### config.mk
export PLATFORM = sky130hd
export DESIGN_NAME = clipped_color_key_blitter_top_flat
export DESIGN_NICKNAME = d
export VERILOG_FILES = /design/src/hdl/ccb_pkg.sv /design/src/hdl/ccb_if.sv /design/src/hdl/clipped_color_key_blitter_top.sv /design/src/hdl/ccb_front.sv /design/src/hdl/ccb_queue.sv /design/src/hdl/ccb_back.sv /design/src/flat_wrapper.sv
export SDC_FILE = /design/constraint.sdc
export NUM_CORES = 1
export LEC_CHECK = 0
export BUFFER_PORTS_ARGS = -buffer_cell sky130_fd_sc_hd__buf_2
export CORE_MARGIN = 5
export CORE_UTILIZATION = 55
export DETAILED_ROUTE_END_ITERATION = 8
export HOLD_SLACK_MARGIN = 0.12
export PLACE_DENSITY = 0.73
export SKIP_LAST_GASP = 1
export SYNTH_ARGS = -nofsm -noshare
export SYNTH_HDL_FRONTEND = slang
export SYNTH_HIERARCHICAL = 1
export SYNTH_SLANG_ARGS = --single-unit
### constraint.sdc
create_clock -name clock -period 8.4 [get_ports clock]
set_input_delay 0.84 -clock clock [delete_from_list [all_inputs] [get_ports clock]]
set_output_delay 0.84 -clock clock [all_outputs]
set_load 0.01 [all_outputs]
### src/hdl/ccb_pkg.sv
// Package for the clipped color-key blitter.
// Holds the configuration and queue entry types and the register index codes.
// Depends on nothing; every other file but ccb_if.sv refers to it by scoped names.
`timescale 1ns / 1ps
`default_nettype none

package ccb_pkg;

   localparam int CSR_INDEX_W = 3;
   localparam int CSR_DATA_W  = 12;

   localparam logic [CSR_INDEX_W-1:0] REG_SOURCE_WIDTH = 3'd0;
   localparam logic [CSR_INDEX_W-1:0] REG_DEST_X       = 3'd1;
   localparam logic [CSR_INDEX_W-1:0] REG_DEST_Y       = 3'd2;
   localparam logic [CSR_INDEX_W-1:0] REG_WIN_X        = 3'd3;
   localparam logic [CSR_INDEX_W-1:0] REG_WIN_Y        = 3'd4;
   localparam logic [CSR_INDEX_W-1:0] REG_WIN_W        = 3'd5;
   localparam logic [CSR_INDEX_W-1:0] REG_WIN_H        = 3'd6;
   localparam logic [CSR_INDEX_W-1:0] REG_KEY_COLOR    = 3'd7;

   typedef struct packed {
      logic [11:0] source_width;
      logic [11:0] dest_x;
      logic [11:0] dest_y;
      logic [8:0]  win_x;
      logic [7:0]  win_y;
      logic [8:0]  win_w;
      logic [7:0]  win_h;
      logic [8:0]  key_color;
   } cfg_type;

   typedef struct packed {
      logic       write_enable;
      logic [8:0] pos_x;
      logic [7:0] pos_y;
      logic [7:0] pixel;
      logic       last_pixel;
   } entry_type;

endpackage

`default_nettype wire

### src/hdl/ccb_if.sv
// Channel interfaces of the clipped color-key blitter.
// The pixel request channel and the frame-buffer write channel.
// No dependencies.
`timescale 1ns / 1ps
`default_nettype none

interface ccb_req_if;
   logic       valid;
   logic       ready;
   logic [7:0] pixel;
   logic       last_pixel;

   modport source (output valid, output pixel, output last_pixel, input ready);
   modport sink   (input valid, input pixel, input last_pixel, output ready);
endinterface

interface ccb_rsp_if;
   logic        valid;
   logic        ready;
   logic        write_enable;
   logic [15:0] write_address;
   logic [7:0]  write_pixel;
   logic        blit_done;

   modport source (output valid, output write_enable, output write_address,
                   output write_pixel, output blit_done, input ready);
   modport sink   (input valid, input write_enable, input write_address,
                   input write_pixel, input blit_done, output ready);
endinterface

`default_nettype wire

### src/hdl/clipped_color_key_blitter_top.sv
// Top level of the clipped color-key blitter: configuration registers,
// front end, queue and back end. Depends on ccb_pkg, ccb_if, ccb_front,
// ccb_queue and ccb_back.
//
//   Port group   Direction   Carries
//   req_chan     in          pixel, last_pixel
//   rsp_chan     out         write_enable, write_address, write_pixel, blit_done
//   csr_*        in          register writes, no read-back
//
// One pixel is taken every clock while the queue has room.
// The front end clips and keys in the cycle of the transfer, the back end forms
// the address with one constant multiply in the cycle it leaves the queue.
// Reset is synchronous and clears the counters, the queue and the result valid.
// A stalled output fills the two-entry queue before the input stalls.
`timescale 1ns / 1ps
`default_nettype none

module clipped_color_key_blitter_top #(
   parameter int SCREEN_W = 320
) (
   input  wire logic                                clock,
   input  wire logic                                reset,
   input  wire logic                                csr_write_enable,
   input  wire logic [ccb_pkg::CSR_INDEX_W-1:0]     csr_index,
   input  wire logic [ccb_pkg::CSR_DATA_W-1:0]      csr_write_data,
   ccb_req_if.sink                                  req_chan,
   ccb_rsp_if.source                                rsp_chan
);

   ccb_pkg::cfg_type   cfg_ff, cfg_in;
   ccb_pkg::entry_type push_entry;
   ccb_pkg::entry_type pop_entry;
   logic               push_valid;
   logic               push_ready;
   logic               pop_valid;
   logic               pop_ready;

   always_comb begin
      cfg_in = cfg_ff;
      if (csr_write_enable) begin
         case (csr_index)
            ccb_pkg::REG_SOURCE_WIDTH: cfg_in.source_width = csr_write_data;
            ccb_pkg::REG_DEST_X:       cfg_in.dest_x       = csr_write_data;
            ccb_pkg::REG_DEST_Y:       cfg_in.dest_y       = csr_write_data;
            ccb_pkg::REG_WIN_X:        cfg_in.win_x        = csr_write_data[8:0];
            ccb_pkg::REG_WIN_Y:        cfg_in.win_y        = csr_write_data[7:0];
            ccb_pkg::REG_WIN_W:        cfg_in.win_w        = csr_write_data[8:0];
            ccb_pkg::REG_WIN_H:        cfg_in.win_h        = csr_write_data[7:0];
            ccb_pkg::REG_KEY_COLOR:    cfg_in.key_color    = csr_write_data[8:0];
            default:                   cfg_in              = cfg_ff;
         endcase
      end
   end

   always_ff @(posedge clock) begin
      if (reset) begin
         cfg_ff.source_width <= 12'd1;
         cfg_ff.dest_x       <= 12'd0;
         cfg_ff.dest_y       <= 12'd0;
         cfg_ff.win_x        <= 9'd0;
         cfg_ff.win_y        <= 8'd0;
         cfg_ff.win_w        <= 9'd320;
         cfg_ff.win_h        <= 8'd200;
         cfg_ff.key_color    <= 9'd256;
      end else begin
         cfg_ff <= cfg_in;
      end
   end

   ccb_front u_front (
      .clock      (clock),
      .reset      (reset),
      .cfg        (cfg_ff),
      .req        (req_chan),
      .push_valid (push_valid),
      .push_ready (push_ready),
      .push_entry (push_entry)
   );

   ccb_queue u_queue (
      .clock      (clock),
      .reset      (reset),
      .push_valid (push_valid),
      .push_ready (push_ready),
      .push_entry (push_entry),
      .pop_valid  (pop_valid),
      .pop_ready  (pop_ready),
      .pop_entry  (pop_entry)
   );

   ccb_back #(
      .SCREEN_W (SCREEN_W)
   ) u_back (
      .clock     (clock),
      .reset     (reset),
      .cfg       (cfg_ff),
      .pop_valid (pop_valid),
      .pop_ready (pop_ready),
      .pop_entry (pop_entry),
      .rsp       (rsp_chan)
   );

`ifndef NO_ASSERTIONS
   assert property (@(posedge clock) reset |=> !rsp_chan.valid)
      else $error("Result valid set right after reset.");

   assert property (@(posedge clock) disable iff (reset)
      (push_valid && push_ready && !(pop_valid && pop_ready)) |=> pop_valid)
      else $error("Queue lost a pushed entry.");

   assert property (@(posedge clock) disable iff (reset)
      (pop_valid && pop_entry.write_enable) |->
      ({3'b000, pop_entry.pos_x} < {3'b000, cfg_ff.win_w}))
      else $error("Queued write lies outside the window width.");
`endif

endmodule

`default_nettype wire

### src/hdl/ccb_front.sv
// Front end of the blitter: accepts pixels, tracks raster position, clips and keys.
// Depends on ccb_pkg and the request interface in ccb_if.sv.
`timescale 1ns / 1ps
`default_nettype none

module ccb_front (
   input  wire logic               clock,
   input  wire logic               reset,
   input  wire ccb_pkg::cfg_type   cfg,
   ccb_req_if.sink                 req,
   output logic                    push_valid,
   input  wire logic               push_ready,
   output ccb_pkg::entry_type      push_entry
);

   logic [11:0] col_ff, col_in;
   logic [11:0] row_ff, row_in;
   logic [13:0] px_sum;
   logic [13:0] py_sum;
   logic        inside_x;
   logic        inside_y;
   logic        opaque;
   logic        accept;

   assign req.ready  = push_ready;
   assign push_valid = req.valid;
   assign accept     = req.valid && push_ready;

   assign px_sum = {2'b00, col_ff} + {{2{cfg.dest_x[11]}}, cfg.dest_x};
   assign py_sum = {2'b00, row_ff} + {{2{cfg.dest_y[11]}}, cfg.dest_y};

   assign inside_x = !px_sum[13] && (px_sum[12:0] < {4'b0000, cfg.win_w});
   assign inside_y = !py_sum[13] && (py_sum[12:0] < {5'b00000, cfg.win_h});
   assign opaque   = {1'b0, req.pixel} != cfg.key_color;

   always_comb begin
      push_entry.write_enable = inside_x && inside_y && opaque;
      push_entry.pos_x        = px_sum[8:0];
      push_entry.pos_y        = py_sum[7:0];
      push_entry.pixel        = req.pixel;
      push_entry.last_pixel   = req.last_pixel;
   end

   always_comb begin
      col_in = col_ff;
      row_in = row_ff;
      if (accept) begin
         if (req.last_pixel) begin
            col_in = '0;
            row_in = '0;
         end else if ({1'b0, col_ff} + 13'd1 >= {1'b0, cfg.source_width}) begin
            col_in = '0;
            if (row_ff != 12'hFFF) begin
               row_in = row_ff + 12'd1;
            end
         end else begin
            col_in = col_ff + 12'd1;
         end
      end
   end

   always_ff @(posedge clock) begin
      if (reset) begin
         col_ff <= '0;
         row_ff <= '0;
      end else begin
         col_ff <= col_in;
         row_ff <= row_in;
      end
   end

endmodule

`default_nettype wire

### src/hdl/ccb_queue.sv
// Two-entry queue between the front end and the address back end.
// Depends on ccb_pkg for the entry type.
`timescale 1ns / 1ps
`default_nettype none

module ccb_queue (
   input  wire logic                clock,
   input  wire logic                reset,
   input  wire logic                push_valid,
   output logic                     push_ready,
   input  wire ccb_pkg::entry_type  push_entry,
   output logic                     pop_valid,
   input  wire logic                pop_ready,
   output ccb_pkg::entry_type       pop_entry
);

   ccb_pkg::entry_type mem_ff [2];
   logic       wr_ptr_ff, wr_ptr_in;
   logic       rd_ptr_ff, rd_ptr_in;
   logic [1:0] count_ff, count_in;
   logic       push;
   logic       pop;

   assign push_ready = count_ff != 2'd2;
   assign pop_valid  = count_ff != 2'd0;
   assign pop_entry  = mem_ff[rd_ptr_ff];
   assign push       = push_valid && push_ready;
   assign pop        = pop_valid && pop_ready;

   always_comb begin
      wr_ptr_in = push ? !wr_ptr_ff : wr_ptr_ff;
      rd_ptr_in = pop ? !rd_ptr_ff : rd_ptr_ff;
      count_in  = count_ff;
      if (push && !pop) begin
         count_in = count_ff + 2'd1;
      end else if (pop && !push) begin
         count_in = count_ff - 2'd1;
      end
   end

   always_ff @(posedge clock) begin
      if (reset) begin
         wr_ptr_ff <= 1'b0;
         rd_ptr_ff <= 1'b0;
         count_ff  <= '0;
      end else begin
         wr_ptr_ff <= wr_ptr_in;
         rd_ptr_ff <= rd_ptr_in;
         count_ff  <= count_in;
      end
   end

   always_ff @(posedge clock) begin
      if (push) begin
         mem_ff[wr_ptr_ff] <= push_entry;
      end
   end

endmodule

`default_nettype wire

### src/hdl/ccb_back.sv
// Back end of the blitter: forms the frame-buffer address and holds the result.
// Depends on ccb_pkg and the response interface in ccb_if.sv.
`timescale 1ns / 1ps
`default_nettype none

module ccb_back #(
   parameter int SCREEN_W = 320
) (
   input  wire logic                clock,
   input  wire logic                reset,
   input  wire ccb_pkg::cfg_type    cfg,
   input  wire logic                pop_valid,
   output logic                     pop_ready,
   input  wire ccb_pkg::entry_type  pop_entry,
   ccb_rsp_if.source                rsp
);

   logic        valid_ff, valid_in;
   logic        we_ff;
   logic [15:0] addr_ff;
   logic [7:0]  pixel_ff;
   logic        done_ff;
   logic [8:0]  screen_row;
   logic [15:0] row_base;
   logic [15:0] screen_col;
   logic [15:0] addr_in;

   assign pop_ready = !valid_ff || rsp.ready;

   assign screen_row = {1'b0, cfg.win_y} + {1'b0, pop_entry.pos_y};
   assign row_base   = 16'(32'(screen_row) * SCREEN_W);
   assign screen_col = 16'(cfg.win_x) + 16'(pop_entry.pos_x);
   assign addr_in    = pop_entry.write_enable ? row_base + screen_col : 16'd0;

   always_comb begin
      valid_in = valid_ff;
      if (pop_ready) begin
         valid_in = pop_valid;
      end
   end

   always_ff @(posedge clock) begin
      if (reset) begin
         valid_ff <= 1'b0;
      end else begin
         valid_ff <= valid_in;
      end
   end

   always_ff @(posedge clock) begin
      if (pop_valid && pop_ready) begin
         we_ff    <= pop_entry.write_enable;
         addr_ff  <= addr_in;
         pixel_ff <= pop_entry.write_enable ? pop_entry.pixel : 8'd0;
         done_ff  <= pop_entry.last_pixel;
      end
   end

   assign rsp.valid         = valid_ff;
   assign rsp.write_enable  = we_ff;
   assign rsp.write_address = addr_ff;
   assign rsp.write_pixel   = pixel_ff;
   assign rsp.blit_done     = done_ff;

endmodule

`default_nettype wire
### src/flat_wrapper.sv
// flat-port wrapper written by rule: the top's interface ports become plain ports
module clipped_color_key_blitter_top_flat 
#(
   parameter int SCREEN_W = 320
)
  (clock, reset, csr_write_enable, csr_index, csr_write_data, req_chan_valid, req_chan_pixel, req_chan_last_pixel, req_chan_ready, rsp_chan_valid, rsp_chan_write_enable, rsp_chan_write_address, rsp_chan_write_pixel, rsp_chan_blit_done, rsp_chan_ready);
  ccb_req_if req_chan_i ();
  ccb_rsp_if rsp_chan_i ();
  input  wire logic clock;
  input  wire logic reset;
  input  wire logic csr_write_enable;
  input  wire logic [ccb_pkg::CSR_INDEX_W-1:0] csr_index;
  input  wire logic [ccb_pkg::CSR_DATA_W-1:0] csr_write_data;
  input wire logic [$bits(req_chan_i.valid)-1:0] req_chan_valid;
  input wire logic [$bits(req_chan_i.pixel)-1:0] req_chan_pixel;
  input wire logic [$bits(req_chan_i.last_pixel)-1:0] req_chan_last_pixel;
  output wire logic [$bits(req_chan_i.ready)-1:0] req_chan_ready;
  output wire logic [$bits(rsp_chan_i.valid)-1:0] rsp_chan_valid;
  output wire logic [$bits(rsp_chan_i.write_enable)-1:0] rsp_chan_write_enable;
  output wire logic [$bits(rsp_chan_i.write_address)-1:0] rsp_chan_write_address;
  output wire logic [$bits(rsp_chan_i.write_pixel)-1:0] rsp_chan_write_pixel;
  output wire logic [$bits(rsp_chan_i.blit_done)-1:0] rsp_chan_blit_done;
  input wire logic [$bits(rsp_chan_i.ready)-1:0] rsp_chan_ready;
  assign req_chan_i.valid = req_chan_valid;
  assign req_chan_i.pixel = req_chan_pixel;
  assign req_chan_i.last_pixel = req_chan_last_pixel;
  assign req_chan_ready = req_chan_i.ready;
  assign rsp_chan_valid = rsp_chan_i.valid;
  assign rsp_chan_write_enable = rsp_chan_i.write_enable;
  assign rsp_chan_write_address = rsp_chan_i.write_address;
  assign rsp_chan_write_pixel = rsp_chan_i.write_pixel;
  assign rsp_chan_blit_done = rsp_chan_i.blit_done;
  assign rsp_chan_i.ready = rsp_chan_ready;
  clipped_color_key_blitter_top #(.SCREEN_W(SCREEN_W)) u_core (.clock(clock), .reset(reset), .csr_write_enable(csr_write_enable), .csr_index(csr_index), .csr_write_data(csr_write_data), .req_chan(req_chan_i), .rsp_chan(rsp_chan_i));
endmodule
Yosys cells after proc, flatten, opt, wreduce, memory -nomap -nowiden
Memories as Yosys holds them, arrays and structs flattened. A register that Yosys moved wholly into a read port is not among the register bits.
Cells that the tools add are included.
{"block": "totals", "input_bits": 29, "ramBits": 54, "word_cells": 84, "reg_bits": 134, "mem_count": 1, "out_inout_bits": 28}
{"name": "u_core.u_queue.mem_ff", "depth": 2, "width": 27, "read_ports": 1, "rd_clocked_by_memory_dff": 1, "wr": 1, "line": "ccb_queue.sv:17", "source": "ccb_pkg::entry_type mem_ff [2];"}
{"block": "classes", "muxes": 11, "eq_ne": 10, "mul": 1, "reduce_logical": 30, "add_sub_neg": 10, "n_lt_le_gt_ge": 3}
{"op": "12-bit 2-to-1 mux", "n": 5}
{"op": "13-bit by 12-bit adder with 14-bit output", "n": 2}
{"op": "12-bit by 1-bit adder with 12-bit output, second input constant", "n": 2}
{"op": "16-bit by 10-bit adder with 16-bit output", "n": 1}
{"op": "2-bit AND reduction", "n": 8}
{"op": "12-bit by 1-bit adder with 13-bit output, second input constant", "n": 1}
{"op": "13-bit by 12-bit greater-or-equal comparator with 1-bit output", "n": 1}
{"op": "13-bit by 8-bit < comparator with 1-bit output", "n": 1}
{"op": "13-bit by 9-bit < comparator with 1-bit output", "n": 1}
{"op": "3-bit == test, second input constant", "n": 4}
{"op": "12-bit != test, second input constant", "n": 1}
{"op": "9-bit by 9-bit adder with 10-bit output", "n": 1}
{"op": "9-bit by 3-bit multiplier with 10-bit output, second input constant", "n": 1}
{"op": "8-bit by 8-bit adder with 9-bit output", "n": 1}
{"op": "8-bit by 9-bit != test with 1-bit output", "n": 1}
{"op": "1-bit logical AND", "n": 8}
{"op": "2-bit nonzero test", "n": 4}
{"op": "1-bit logical NOT", "n": 7}
{"op": "3-bit by 2-bit == test with 1-bit output, second input constant", "n": 2}
{"op": "1-bit 2-to-1 mux", "n": 4}
{"op": "2-bit 2-to-1 mux", "n": 2}
{"op": "3-bit by 1-bit == test with 1-bit output, second input constant", "n": 1}
{"op": "3-bit logical NOT", "n": 1}
{"op": "3-bit AND reduction", "n": 1}
{"op": "other kinds (4)", "n": 4}

Longest topological paths before layout
{"block": "logic_depth", "depth_word": 6, "ltp_mapped": 20, "depth_no_buf": 18}

Cells and area by module
Netlist, hierarchy kept.
{"module": "ccb_front", "area_per_inst_um2": 3339.5, "seq_area_each_um2": 480.5, "instances": 1, "cells_per_inst": 430}
{"module": "clipped_color_key_blitter_top", "area_per_inst_um2": 3195.6, "seq_area_each_um2": 1581.5, "instances": 1, "cells_per_inst": 293}
{"module": "ccb_back", "area_per_inst_um2": 2374.8, "seq_area_each_um2": 800.8, "instances": 1, "cells_per_inst": 227}
{"module": "ccb_queue", "area_per_inst_um2": 2168.3, "seq_area_each_um2": 1721.7, "instances": 1, "cells_per_inst": 108}

Worst setup path after synthesis
Ideal clock, no wire load.
{"block": "synth_path", "path_kind": "register to register", "start": "register with a tool-made name", "end": "register u_core.u_back.addr_ff[15] (netlist: u_core/u_back/rsp.write_address[15]) (data pin)", "t_arrival_ps": 4007, "slack_ps": 4253, "period_less_slack_ps": 4147, "required_ps": 8260, "setup_ps": 140, "path_stages_with_launch": 21, "cell_sequence": "dfxtp_1 buf_2 buf_4 mux2_2 ha_1 inv_1 fa_1 nor2b_1 o21ai_0 nand2_1 a21o_1 a21oi_1 xnor2_1 ha_1 ha_1 nor3b_1 a221oi_1 o311ai_4 o2111ai_2 xor3_1 nor2b_1"}
{"item": "end signal: assignment", "line": "ccb_back.sv:53", "source": "addr_ff <= addr_in;"}
{"item": "end: declaration", "line": "ccb_back.sv:20", "source": "logic [15:0] addr_ff;"}

==> reports/qor.yml <==
status:
  status: "complete, no violations"
cts:
  cts_buffer_depth: 2
  htreeDepth: 4
  cts_made_buffers: 17
  post_cts_buffers: 0
  clk_latency_ns: 0.42
  cts_root_buffer: "clkbuf_16"
  holdBufCountCts: 0
  cts_tree: "done"
  cts-resized-gates: 0
  clock-sinks: 189
  clk_pin_slew_ns: 0.07
grt:
  grt_first_pass_wirelength_um: 37000
  grt_pass1_vias: 7379
  gr-total-overflow: 0
  grt_max_degree: 72
  track_usage_pct: 19.3
  antenna_found_initial: 0
critical_path:
  startpoint: "u_core/u_front/row_ff[2]"
  arrival_ns: 4.75
  critPathMaxFanout: 9
  worstSetupPathType: "reg -> reg"
  r2r-start: "u_core/u_front/row_ff[2]"
  worstPathRequired_ns: 8.58
  cp-end-kind: "register"
  critPathLaunchType: "register"
detailed_routing:
  dr.pass1.iters: 6
  vias_per_cell: 5.52
  drtIter0Drc: 444
  wirelength_um: 22200
  vias: 7566
  wire_per_inst_um: 16.2
  drcViolationCount: 0
  ant_nets: 0
synthesis:
  ys_seq_elements: 189
  synthArstFlopShare_pct: 0
  synth_area_leaders: "edfxtp_1 22%, dfxtp_1 20%, ha_1 10%"
  synth.most_common_cell: "dfxtp_1"
  syn_area_um2: 11100
  ys_warn_count: 6
  seq_area_frac_synth_pct: 41.4
  netlist_top_cells_count: "109 x dfxtp_1, 96 x nand2b_1, 92 x ha_1"
  postSynthAreaPerCell_um2: 10.5
  yosys.cell_types.count: 82
  synthCells: 1058
  ys.flop_type: "dfxtp_1"
  synth_edf_count: 80
  synth_nets: 1187
  netlist.area_leader.share_pct: 21.7
  synth_top_area_cell: "edfxtp_1"
layout:
  fin_area_um2: 12000
  finalNetCount: 1216
  syn2layout_area_growth_pct: 8.65
  fin_util_pct: 60.1
  drive_gt1_share_pct: 13.6
  fillers: 1698
  diodes: 0
sta:
  drv_slew: 0
  skew_ns: 0.0117
  period_share_pct: 54.4
  tightest_slew_ns: 0.705
  fin_crit_ns: 4.57
  relSlewSlack_pct: 52.7
  rsz0062_at_grt: "no"
  setup_violations: 0
  finalHoldViolCount: 0
  setup_tns_ns: 0
  whs_ns: 0.479
  fmaxAchievable_mhz: 219
place:
  io_buffers: 56
  post-dp-hpwl_um: 15800
  place_area_um2: 11500
  finalWeightedCongestion: 0.856
floorplanning:
  die-area_um2: 23100
  die_w_um: 152
  die_y_um: 152
  row_count: 52
  start_util_pct: 55.3
  pin_count: 57
  coreArea_um2: 20000
power:
  p_switching_mw: 0.984
  sw_frac_of_total_pct: 33.4
  pwr-share-comb_pct: 35.1
  p_leak_nw: 5.24
  pwr-share-seq_pct: 39.2
  intPower_mw: 1.96
  ir_drop_v: 0.000128
  clkPwrFrac_pct: 25.7
  powerDensity_nw_per_um2: 245
worst_hold_path:
  hold_start: "u_core/cfg_ff[20]"
  min_path_type: "reg -> reg"
job:
  drv_cap: 0
## power groups by stage
stage / registers [mW] / clock network [mW] / logic (mW)
after detailed placement: 1.18 / 0 / 1.03
after floorplan: 1.21 / 0 / 0.759
final: 1.15 / 0.757 / 1.03
after CTS: 1.15 / 0.778 / 1.04
after global placement: 1.17 / 0 / 1.01
after global routing: 1.17 / 0.817 / 1.16
## per-stage QoR
stage	setup WS [ns]	total power, mW	instances
6_report	3.83	2.94	1370
5_1_grt	3.54	3.14	1370
4_1_cts	3.84	2.97	1370
3_5_place_dp	3.89	2.21	1338
3_3_place_gp	3.94	2.18	1338
2_1_floorplan	4.25	1.97	1058
## placed cells by master, fill, tap and decap left out, types with 6 or more instances in the layout
cell | synthesis | routed
o211ai_1 | 6 | 6
clkbuf_16 | 0 | 17
inv_1 | 63 | 63
mux2i_1 | 81 | 81
nand2b_1 | 96 | 96
nor2b_1 | 12 | 12
nor3_1 | 9 | 9
a21oi_1 | 50 | 50
nand2_1 | 28 | 28
a211oi_1 | 6 | 6
o21ai_0 | 28 | 28
nor3b_1 | 14 | 14
xor2_1 | 16 | 16
nor2_1 | 56 | 56
and2_1 | 22 | 22
o21a_1 | 7 | 7
edfxtp_1 | 80 | 80
and3_1 | 7 | 7
fa_1 | 8 | 8
nand3_1 | 19 | 19
dfxtp_1 | 109 | 109
xnor2_1 | 35 | 35
buf_2 | 14 | 55
a31oi_1 | 7 | 7
ha_1 | 92 | 92
a21o_1 | 18 | 18
mux2_2 | 27 | 27
o21ai_1 | 7 | 7
nand4_1 | 7 | 7
o21bai_1 | 6 | 6
buf_4 | 13 | 8
## cells by family (layout without fill, tap and decap cells)
| logic type | count (synthesis) | after routing | share of synthesized area, % |
|---|---|---|---|
| AND/OR/NAND/NOR | 314 | 314 | 16.6 |
| AO/OA/AOI/OAI | 178 | 178 | 11.1 |
| multiplexers | 108 | 108 | 10.1 |
| adder cells (fa/ha/maj) | 100 | 100 | 11.8 |
| XOR/XNOR | 53 | 53 | 4.39 |
| buffers and inverters | 116 | 158 | 4.60 |
| flip-flops | 189 | 189 | 41.4 |
## final timing paths
check / endpoint / slack (ns) / depth (start not counted)
min: u_core/cfg_ff[20] / 0.48 / 2
max: u_core/u_queue/mem_ff[1][26] / 3.83 / 13
max reg2reg: u_core/u_queue/mem_ff[1][26] / 3.83 / 13
min reg2reg: u_core/cfg_ff[20] / 0.48 / 2
## worst max-delay path, stage by stage, from the launching register on
cell and delay, ns:
dfxtp_1 0.49, ha_1 0.36, and3_1 0.17, a221o_1 0.36
o41ai_2 0.34, xnor2_1 0.18, ha_1 0.24, a211oi_1 0.34
o211ai_1 0.17, a2111oi_2 0.34, nand3_1 0.11, or4_1 0.53
a221o_1 0.29, a2111oi_2 0.39
## metal layers
metal | vias up | part of all wire (%) | global-route usage, %
met2 | 135 | 46 | 31.4
met3 | 26 | 3.1 | 3.70
met5 | - | 0 | 0
met4 | 0 | 2.1 | 6.16
met1 | 3584 | 49 | 26.2
li1 | 3821 | - | -
## sequential cells by signal, indices dropped and copies added (netlist names), 2 cells and up, named ones only
| register | flops |
|---|---|
| u_core/u_queue/count_ff | 2 |
| u_core/u_front/row_ff | 12 |
| u_core/u_back/rsp.write_address | 16 |
| u_core/u_queue/mem_ff | 54 |
| u_core/u_front/col_ff | 12 |
| u_core/cfg_ff | 79 |
| u_core/u_back/rsp.write_pixel | 8 |
## cell type report
cell class	count	area [µm²]	area share, %
multi-input cells	753	5980	49.7
flip-flops and latches	189	4580	38.1
clock buffers	17	425	3.53
well taps	270	338	2.81
repair buffers	63	335	2.79
inverters	63	236	1.96
clock inverters	15	133	1.10
Power figures use the tool's default switching activity.
